`config.mk`:
```
export PLATFORM = sky130hd
export DESIGN_NAME = pid_pump_drive_controller
export DESIGN_NICKNAME = d
export VERILOG_FILES = /design/src/sv/ppd_pkg.sv /design/src/sv/ppd_integ.sv /design/src/sv/ppd_corr.sv /design/src/sv/ppd_drive.sv /design/src/sv/pid_pump_drive_controller.sv
export SDC_FILE = /design/constraint.sdc
export NUM_CORES = 2
export LEC_CHECK = 0
export CAP_MARGIN = 10
export CORE_UTILIZATION = 50
export DETAILED_ROUTE_END_ITERATION = 7
export DONT_BUFFER_PORTS = 1
export GPL_ROUTABILITY_DRIVEN = 0
export PLACE_DENSITY = 0.7
export SYNTH_ARGS = -nofsm -noshare
export SYNTH_HDL_FRONTEND = slang
export SYNTH_SLANG_ARGS = --single-unit
```
`constraint.sdc`:
```
create_clock -name clk -period 17.65 [get_ports clk]
set_clock_uncertainty 0.1 [all_clocks]
set_input_delay 1.765 -clock clk [delete_from_list [all_inputs] [get_ports clk]]
set_output_delay 1.765 -clock clk [all_outputs]
set_load 0.1 [all_outputs]
```
`src/sv/ppd_pkg.sv`:
```
package ppd_pkg;

  localparam int unsigned CFG_IDX_W = 4;
  localparam int unsigned CFG_DATA_W = 16;
  localparam int unsigned PWM_W = 10;

  localparam logic [CFG_IDX_W-1:0] CFG_GAIN_P    = 4'd0;
  localparam logic [CFG_IDX_W-1:0] CFG_GAIN_I    = 4'd1;
  localparam logic [CFG_IDX_W-1:0] CFG_GAIN_D    = 4'd2;
  localparam logic [CFG_IDX_W-1:0] CFG_WINDUP    = 4'd3;
  localparam logic [CFG_IDX_W-1:0] CFG_PUSH_STEP = 4'd4;
  localparam logic [CFG_IDX_W-1:0] CFG_EASE_STEP = 4'd5;
  localparam logic [CFG_IDX_W-1:0] CFG_CEILING   = 4'd6;
  localparam logic [CFG_IDX_W-1:0] CFG_TARGET    = 4'd7;

  localparam logic [7:0]  RST_GAIN_P    = 8'd2;
  localparam logic [7:0]  RST_GAIN_I    = 8'd1;
  localparam logic [7:0]  RST_GAIN_D    = 8'd0;
  localparam logic [14:0] RST_WINDUP    = 15'd200;
  localparam logic [9:0]  RST_PUSH_STEP = 10'd25;
  localparam logic [9:0]  RST_EASE_STEP = 10'd50;
  localparam logic [9:0]  RST_CEILING   = 10'd450;
  localparam logic [15:0] RST_TARGET    = 16'd0;

  // blowoff threshold is this multiple of the target count
  localparam logic [26:0] BLOW_MULT = 27'd1000;

  typedef enum logic [1:0] {
    ACT_PUSH = 2'd0,
    ACT_BLOW = 2'd1,
    ACT_EASE = 2'd2
  } ppd_action_t;

  typedef struct packed {
    logic [7:0]       gain_p;
    logic [7:0]       gain_i;
    logic [7:0]       gain_d;
    logic [14:0]      windup_limit;
    logic [PWM_W-1:0] push_step_max;
    logic [PWM_W-1:0] ease_step_max;
    logic [PWM_W-1:0] pwm_ceiling;
    logic [15:0]      target_count;
  } ppd_cfg_t;

  typedef struct packed {
    logic signed [15:0] err;
    logic signed [16:0] diff;
    logic signed [15:0] integ;
    logic [31:0]        infused;
  } ppd_s1_t;

  typedef struct packed {
    logic [31:0]      corr;
    ppd_action_t      action;
    logic [PWM_W-1:0] step;
    logic [15:0]      integ;
    logic [31:0]      infused;
  } ppd_s3_t;

  typedef struct packed {
    logic [PWM_W-1:0] pwm;
    ppd_action_t      action;
    logic [31:0]      corr;
    logic [15:0]      integ;
    logic [31:0]      infused;
  } ppd_out_t;

endpackage

```
`src/sv/ppd_integ.sv`:
```
module ppd_integ (
  input  logic               clk,
  input  logic               rst,
  input  logic               adv,
  input  logic               in_valid,
  input  logic signed [15:0] err,
  input  ppd_pkg::ppd_cfg_t  cfg,
  output logic               out_valid,
  output ppd_pkg::ppd_s1_t   out
);
  import ppd_pkg::*;

  logic signed [16:0] integral_acc;
  logic signed [15:0] last_error;
  logic [31:0]        infused_total;

  logic signed [17:0] sum;
  logic signed [17:0] lim;
  logic signed [17:0] clamped;
  logic [31:0]        infused_next;
  logic signed [16:0] diff;

  assign sum = {integral_acc[16], integral_acc} + {{2{err[15]}}, err};
  assign lim = $signed({3'b000, cfg.windup_limit});

  always_comb begin
    priority if (sum > lim) begin
      clamped = lim;
    end else if (sum < -lim) begin
      clamped = -lim;
    end else begin
      clamped = sum;
    end
  end

  assign diff = {err[15], err} - {last_error[15], last_error};
  assign infused_next = infused_total - {{16{err[15]}}, err} + {16'd0, cfg.target_count};

  always_ff @(posedge clk) begin
    if (rst) begin
      integral_acc  <= '0;
      last_error    <= '0;
      infused_total <= '0;
      out_valid     <= 1'b0;
    end else if (adv) begin
      out_valid <= in_valid;
      if (in_valid) begin
        integral_acc  <= clamped[16:0];
        last_error    <= err;
        infused_total <= infused_next;
      end
    end
  end

  always_ff @(posedge clk) begin
    if (adv && in_valid) begin
      out.err     <= err;
      out.diff    <= diff;
      out.integ   <= clamped[15:0];
      out.infused <= infused_next;
    end
  end

endmodule

```
`src/sv/ppd_corr.sv`:
```
module ppd_corr (
  input  logic              clk,
  input  logic              rst,
  input  logic              adv,
  input  logic              in_valid,
  input  ppd_pkg::ppd_s1_t  in,
  input  ppd_pkg::ppd_cfg_t cfg,
  output logic              out_valid,
  output ppd_pkg::ppd_s3_t  out
);
  import ppd_pkg::*;

  // product stage
  logic               v2;
  logic signed [24:0] prod_p;
  logic signed [25:0] prod_d;
  logic signed [24:0] prod_i;
  logic [26:0]        thresh;
  logic [15:0]        integ2;
  logic [31:0]        infused2;

  // decision stage
  logic signed [27:0] corr;
  logic signed [27:0] corr_neg;
  logic signed [27:0] thresh_s;
  ppd_action_t        action;
  logic [PWM_W-1:0]   step;

  always_ff @(posedge clk) begin
    if (rst) begin
      v2 <= 1'b0;
    end else if (adv) begin
      v2 <= in_valid;
    end
  end

  always_ff @(posedge clk) begin
    if (adv && in_valid) begin
      prod_p   <= $signed({1'b0, cfg.gain_p}) * $signed(in.err);
      prod_d   <= $signed({1'b0, cfg.gain_d}) * $signed(in.diff);
      prod_i   <= $signed({1'b0, cfg.gain_i}) * $signed(in.integ);
      thresh   <= {11'd0, cfg.target_count} * BLOW_MULT;
      integ2   <= in.integ;
      infused2 <= in.infused;
    end
  end

  assign corr = {{3{prod_p[24]}}, prod_p} + {{2{prod_d[25]}}, prod_d}
              + {{3{prod_i[24]}}, prod_i};
  assign corr_neg = -corr;
  assign thresh_s = $signed({1'b0, thresh});

  always_comb begin
    priority if (corr[27]) begin
      action = ACT_PUSH;
      step   = (corr_neg > $signed({18'd0, cfg.push_step_max})) ?
               cfg.push_step_max : corr_neg[PWM_W-1:0];
    end else if (corr > thresh_s) begin
      action = ACT_BLOW;
      step   = '0;
    end else begin
      action = ACT_EASE;
      step   = (corr > $signed({18'd0, cfg.ease_step_max})) ?
               cfg.ease_step_max : corr[PWM_W-1:0];
    end
  end

  always_ff @(posedge clk) begin
    if (rst) begin
      out_valid <= 1'b0;
    end else if (adv) begin
      out_valid <= v2;
    end
  end

  always_ff @(posedge clk) begin
    if (adv && v2) begin
      out.corr    <= {{4{corr[27]}}, corr};
      out.action  <= action;
      out.step    <= step;
      out.integ   <= integ2;
      out.infused <= infused2;
    end
  end

endmodule

```
`src/sv/ppd_drive.sv`:
```
module ppd_drive (
  input  logic              clk,
  input  logic              rst,
  input  logic              adv,
  input  logic              in_valid,
  input  ppd_pkg::ppd_s3_t  in,
  input  ppd_pkg::ppd_cfg_t cfg,
  output logic              out_valid,
  output ppd_pkg::ppd_out_t out
);
  import ppd_pkg::*;

  logic [PWM_W-1:0] pwm_reg;
  logic [PWM_W-1:0] pwm_next;
  logic [PWM_W:0]   pwm_up;

  assign pwm_up = {1'b0, pwm_reg} + {1'b0, in.step};

  always_comb begin
    unique case (in.action)
      ACT_PUSH: begin
        pwm_next = (pwm_up > {1'b0, cfg.pwm_ceiling}) ? cfg.pwm_ceiling : pwm_up[PWM_W-1:0];
      end
      ACT_BLOW: begin
        pwm_next = '0;
      end
      ACT_EASE: begin
        pwm_next = (pwm_reg >= in.step) ? (pwm_reg - in.step) : '0;
      end
      default: begin
        pwm_next = pwm_reg;
      end
    endcase
  end

  always_ff @(posedge clk) begin
    if (rst) begin
      pwm_reg   <= '0;
      out_valid <= 1'b0;
    end else if (adv) begin
      out_valid <= in_valid;
      if (in_valid) begin
        pwm_reg <= pwm_next;
      end
    end
  end

  always_ff @(posedge clk) begin
    if (adv && in_valid) begin
      out.pwm     <= pwm_next;
      out.action  <= in.action;
      out.corr    <= in.corr;
      out.integ   <= in.integ;
      out.infused <= in.infused;
    end
  end

endmodule

```
`src/sv/pid_pump_drive_controller.sv`:
```
// channel  | dir | handshake           | payload
// ---------+-----+---------------------+-----------------------------------------
// s_axis   | in  | s_tvalid / s_tready | s_tdata: flow_error
// m_axis   | out | m_tvalid / m_tready | m_tdata: pwm, correction, integral, infused
//          |     |                     | m_tuser: drive_action
// cfg      | in  | cfg_valid/cfg_ready | cfg_index, cfg_data
//
// One word per cycle sustained while the output is not stalled; every stage is registered.
// The integrator, the PWM register and the infused total each close their loop
// within one stage, so back-to-back words need no wait.
// Synchronous reset clears the state, config returns to defaults.
// A stalled output holds the whole pipeline and drops s_tready.
module pid_pump_drive_controller (
  input  logic                           clk,
  input  logic                           rst,
  input  logic                           s_tvalid,
  output logic                           s_tready,
  input  logic [15:0]                    s_tdata,   // [15:0] flow_error
  output logic                           m_tvalid,
  input  logic                           m_tready,
  // [9:0] pwm_level, [41:10] correction_value, [57:42] integral_value,
  // [89:58] infused_count, [95:90] zero
  output logic [95:0]                    m_tdata,
  output logic [1:0]                     m_tuser,   // [1:0] drive_action
  input  logic                           cfg_valid,
  output logic                           cfg_ready,
  input  logic [ppd_pkg::CFG_IDX_W-1:0]  cfg_index,
  input  logic [ppd_pkg::CFG_DATA_W-1:0] cfg_data
);
  import ppd_pkg::*;

  ppd_cfg_t           cfg;
  logic               adv;
  logic               v0;
  logic signed [15:0] err0;
  logic               v1;
  ppd_s1_t            s1;
  logic               v3;
  ppd_s3_t            s3;
  ppd_out_t           res;

  assign adv       = !m_tvalid || m_tready;
  assign s_tready  = adv;
  assign cfg_ready = 1'b1;

  always_ff @(posedge clk) begin
    if (rst) begin
      cfg.gain_p        <= RST_GAIN_P;
      cfg.gain_i        <= RST_GAIN_I;
      cfg.gain_d        <= RST_GAIN_D;
      cfg.windup_limit  <= RST_WINDUP;
      cfg.push_step_max <= RST_PUSH_STEP;
      cfg.ease_step_max <= RST_EASE_STEP;
      cfg.pwm_ceiling   <= RST_CEILING;
      cfg.target_count  <= RST_TARGET;
    end else if (cfg_valid) begin
      unique case (cfg_index)
        CFG_GAIN_P:    cfg.gain_p        <= cfg_data[7:0];
        CFG_GAIN_I:    cfg.gain_i        <= cfg_data[7:0];
        CFG_GAIN_D:    cfg.gain_d        <= cfg_data[7:0];
        CFG_WINDUP:    cfg.windup_limit  <= cfg_data[14:0];
        CFG_PUSH_STEP: cfg.push_step_max <= cfg_data[PWM_W-1:0];
        CFG_EASE_STEP: cfg.ease_step_max <= cfg_data[PWM_W-1:0];
        CFG_CEILING:   cfg.pwm_ceiling   <= cfg_data[PWM_W-1:0];
        CFG_TARGET:    cfg.target_count  <= cfg_data[15:0];
        default: begin
        end
      endcase
    end
  end

  always_ff @(posedge clk) begin
    if (rst) begin
      v0 <= 1'b0;
    end else if (adv) begin
      v0 <= s_tvalid;
    end
  end

  always_ff @(posedge clk) begin
    if (adv && s_tvalid) begin
      err0 <= $signed(s_tdata);
    end
  end

  ppd_integ u_integ (
    .clk       (clk),
    .rst       (rst),
    .adv       (adv),
    .in_valid  (v0),
    .err       (err0),
    .cfg       (cfg),
    .out_valid (v1),
    .out       (s1)
  );

  ppd_corr u_corr (
    .clk       (clk),
    .rst       (rst),
    .adv       (adv),
    .in_valid  (v1),
    .in        (s1),
    .cfg       (cfg),
    .out_valid (v3),
    .out       (s3)
  );

  ppd_drive u_drive (
    .clk       (clk),
    .rst       (rst),
    .adv       (adv),
    .in_valid  (v3),
    .in        (s3),
    .cfg       (cfg),
    .out_valid (m_tvalid),
    .out       (res)
  );

  assign m_tdata = {6'd0, res.infused, res.integ, res.corr, res.pwm};
  assign m_tuser = res.action;

endmodule

```
==> reports/results.md <==
| Step | Quantity | Reported |
|:---|:---|:---|
| status | Result of the run | complete, no violations |
| place | Buffers on Ports | 0 |
| power | Internal Pwr Total | 2.65 mW |
| global routing | Initial antenna violation count | 13 |
| power | Power density relative to cell area | 77.6 mW/mm² |
| timing | Measured slew at the worst slew-check pin | 1.12 ns |
| global routing | Wire length of the first global-routing pass | 173,000 µm |
| synth | Unique masters post-synth | 91 |
| route | Detailed-route via count | 31,171 |
| floorplanning | Number of cell rows | 110 |
| clocking | Bufs on Longest Clock Path | 3 |
| timing | Worst Slack Setup Final | 11.20 ns |
| place | Worst Setup Slack post-DPL | 11.33 ns |
| route | Average detailed-routed wire length per instance | 19.4 µm |
| route | Detail Route Antenna Nets | 0 |
| global routing | Maximum number of pins on one net before global-route repair | 138 |
| route | First-iteration detailed-routing DRC count | 2,282 |
| critical path | Critical path launch point type | flop |
| cells and area | Registers with the most flip-flops | u_corr.out (88), u_drive.out (88), cfg (85) |
| clocking | Clock latency at the later pin of the worst-skew pair | 0.64 ns |
| timing | Final Critical Period | 6.45 ns |
| critical path | Critical Path AT | 6.69 ns |
| timing | TNS Setup | 0 ns |
| global routing | Vias in the first global route | 30,896 |
| floorplanning | Die Y | 303 µm |
| power | Clock network fraction of total power | 0.373 |
| critical path | Path type of the worst setup path | reg -> reg |
| clocking | Clock buffer count from CTS | 67 |
| critical path | Largest fanout on the critical path | 11 |
| synth | Netlist Area Pre-Place | 0.0453 mm² |
| route | Total DRC errors in the routed layout | 0 |
| clocking | Count of cells resized by post-cts repair | 0 |
| power | Switching Power | 1.14 mW |
| synth | Mean cell area of the mapped netlist | 10.2 µm² |
| floorplanning | Horizontal die dimension | 303 µm |
| synth | Sequential share of the synthesized area | 0.351 |
| synth | Post-synth top flop | sky130_fd_sc_hd__edfxtp_1 |
| synth | Share of flip-flops with an asynchronous set or reset after synthesis | 0 |
| floorplanning | Effective utilization at floorplan | 0.505 |
| global routing | GRT overflow | 0 |
| floorplanning | Die Outline Area | 0.0919 mm² |
| timing | Final-layout worst hold slack | 0.311 ns |
| timing | Slew Limit Fails | 0 |
| clocking | Clk pin slew, worst setup/hold paths | 0.06 ns |
| critical path | CP endpoint kind | flop |
| place | HPWL after detailed placement | 84,100 µm |
| clocking | Root Driver | sky130_fd_sc_hd__clkbuf_16 |
| timing | Highest attainable clock frequency | 0.155 GHz |
| timing | Unrepaired setup endpoints after global routing | false |
| floorplanning | Total I/O pin count | 142 |
| route | Vias per cell | 5.52 |
| power | Tot Pwr | 3.79 mW |
| route | Detailed-router iteration count before antenna repair | 5 |
| synth | #FFs+latches synth | 585 |
| clocking | Number of buffers inserted for hold repair after clock tree synthesis | 0 |
| power | Cell leakage power | 22.2 nW |
| cells and area | Layout overhead on the synthesized area | 7.64% |
| timing | Headroom to the max-slew limit | 0.258 |
| global routing | Total Routing Usage GR | 0.244 |
| critical path | Critical path required time | 17.90 ns |
| route | Final wirelength | 110,000 µm |
| synth | Number of enable flip-flop cells after synthesis | 420 |
| timing | Hold violation total from the final report | 0 |
| clocking | Post-CTS repair timing setup buffer count | 0 |
| timing | Tcrit/Tclk final | 0.365 |
| power | Combinational share of power | 0.199 |
| hold path | Worst hold-check path type | reg -> reg |
| floorplanning | Core Box Area | 0.0899 mm² |
| timing | Final setup violation count | 0 |
| power | Switching power share of the total | 0.300 |
| clocking | Number of H-tree levels | 3 |
| clocking | Clock tree from TritonCTS | done |
| cells and area | Number of filler cells placed in the layout | 7,807 |
| power | Share of total power in sequential cells | 0.427 |
| cells and area | Net count reported at finish | 5,278 |
| critical path | Slack of the worst reg-to-reg path | 11.20 ns |
| cells and area | Fraction of final layout cells sized beyond drive strength 1 | 0.0392 |
| clocking | Sink count of the clock tree | 585 |
| synth | Cells after synthesis | 4,430 |
| power | Worst IR drop on VDD | 0.0767 mV |
| flow run | Maxcap violations | 0 |
| synth | Warnings from Yosys | 0 |
-- critical path, cell delays in order (launching register included) --
cell	delay, ns
sky130_fd_sc_hd__edfxtp_1	0.40
sky130_fd_sc_hd__fa_1	0.49
sky130_fd_sc_hd__ha_1	0.26
sky130_fd_sc_hd__fa_1	0.43
sky130_fd_sc_hd__a211oi_2	0.39
sky130_fd_sc_hd__o211ai_1	0.20
sky130_fd_sc_hd__and3_1	0.21
sky130_fd_sc_hd__or3_1	0.31
sky130_fd_sc_hd__and2_1	0.27
sky130_fd_sc_hd__ha_1	0.33
sky130_fd_sc_hd__and3_1	0.15
sky130_fd_sc_hd__nand4_1	0.14
sky130_fd_sc_hd__o221ai_1	0.20
sky130_fd_sc_hd__a211oi_1	0.11
sky130_fd_sc_hd__and4_1	0.21
sky130_fd_sc_hd__o311ai_0	0.31
sky130_fd_sc_hd__a211oi_1	0.14
sky130_fd_sc_hd__o211ai_1	0.85
sky130_fd_sc_hd__o32ai_1	0.24
sky130_fd_sc_hd__a221oi_1	0.29
sky130_fd_sc_hd__o211ai_1	0.12
-- Yosys cell counts (all sizes together) (6+ instances only) --
cell type  instances  share of area
o31ai             19         0.0031
o21ai            127          0.014
xor2              32         0.0062
a31oi             12         0.0017
ha               417           0.12
nand2            455          0.038
or3               17         0.0023
a211oi            20         0.0038
inv              705          0.058
o21bai            17         0.0028
a221oi             6         0.0012
buf               14         0.0021
nand3             53         0.0058
and2             267          0.037
a21boi            31         0.0051
xnor2            127          0.025
dfxtp            165          0.073
and3              34         0.0047
nor3b             15         0.0025
fa               413           0.18
nand4             23         0.0033
nor3              67         0.0074
o211ai            30         0.0050
a221o              7         0.0015
or2               17         0.0024
nand2b            21         0.0029
clkbuf           101         0.0084
nor4              16         0.0025
a2111oi            6         0.0012
mux2i             69          0.015
nor2             206          0.017
or4                6        0.00099
o21a              32         0.0053
edfxtp           420           0.28
a21oi            250          0.028
a22oi              8         0.0013
a21o              65          0.011
nor2b             36         0.0050
a311oi             6         0.0012
-- layout make-up --
class	count	area, µm²	share of cell area
antenna	7	17.5	0.000359
clock buffer	83	1820	0.0373
clock inverter	40	412	0.00843
inverter	708	2670	0.0546
multi-input combinational	3027	26400	0.540
sequential	585	15900	0.326
tap	1176	1470	0.0301
timing repair buffer	18	155	0.00318
-- power by group through the flow --
stage | Combinational, mW | Sequential (mW) | Clock (mW)
2_1_floorplan | 0.568 | 1.62 | 0
3_3_place_gp | 0.728 | 1.65 | 0
3_5_place_dp | 0.744 | 1.65 | 0
4_1_cts | 0.750 | 1.62 | 1.44
5_1_grt | 0.846 | 1.62 | 1.49
6_report | 0.756 | 1.62 | 1.41
-- cells by family after synthesis --
logic type                 Yosys count  synth area share
xor gates and xnor gates           159            0.0307
AOI/OAI and AO/OA                  704            0.0997
and+or+nand+nor                   1253             0.136
muxes                               74            0.0165
buffers and inverters              823            0.0691
DFF                                585             0.351
adders and majority gates          830             0.297
other                                2          0.000166
-- layer usage --
metal	part of all wire	GRT usage	vias to the layer above	routed length (µm)
met5	0.00078	0	-	85
met4	0.031	0.0756	14	3370
met3	0.068	0.0518	188	7460
met2	0.46	0.389	832	50100
met1	0.44	0.334	15393	48600
li1	-	-	14744	-
-- cell usage in the layout, fill, tap and decap left out, types with 67 or more instances in the layout --
| master | count |
|---|---|
| sky130_fd_sc_hd__clkbuf_16 | 70 |
| sky130_fd_sc_hd__edfxtp_1 | 420 |
| sky130_fd_sc_hd__inv_1 | 703 |
| sky130_fd_sc_hd__nor2_1 | 205 |
| sky130_fd_sc_hd__a21oi_1 | 250 |
| sky130_fd_sc_hd__mux2i_1 | 69 |
| sky130_fd_sc_hd__ha_1 | 417 |
| sky130_fd_sc_hd__fa_1 | 413 |
| sky130_fd_sc_hd__dfxtp_1 | 165 |
| sky130_fd_sc_hd__nand2_1 | 454 |
| sky130_fd_sc_hd__and2_1 | 266 |
| sky130_fd_sc_hd__nor3_1 | 67 |
| sky130_fd_sc_hd__o21ai_0 | 123 |
| sky130_fd_sc_hd__xnor2_1 | 127 |
-- stage by stage --
stage                     area (µm²)  std cells   util
after detailed placement       46600       5514  0.518
final                          48800       5644  0.543
after global routing           48800       5638  0.543
after CTS                      48800       5637  0.543
after floorplan                45400       4435      -
after global placement         46600       5514  0.518
-- worst paths after layout --
path | cells past startpoint | end | startpoint
worst max-delay path | 20 | u_corr.out[50]$_DFFE_PP_ | u_corr.prod_i[1]$_DFFE_PP_
worst min-delay path | 0 | u_drive.out[46]$_DFFE_PP_ | u_corr.out[46]$_DFFE_PP_
worst max register to register | 20 | u_corr.out[50]$_DFFE_PP_ | u_corr.prod_i[1]$_DFFE_PP_
worst min register to register | 0 | u_drive.out[46]$_DFFE_PP_ | u_corr.out[46]$_DFFE_PP_
Note: power is estimated with default switching activity, not from simulation.
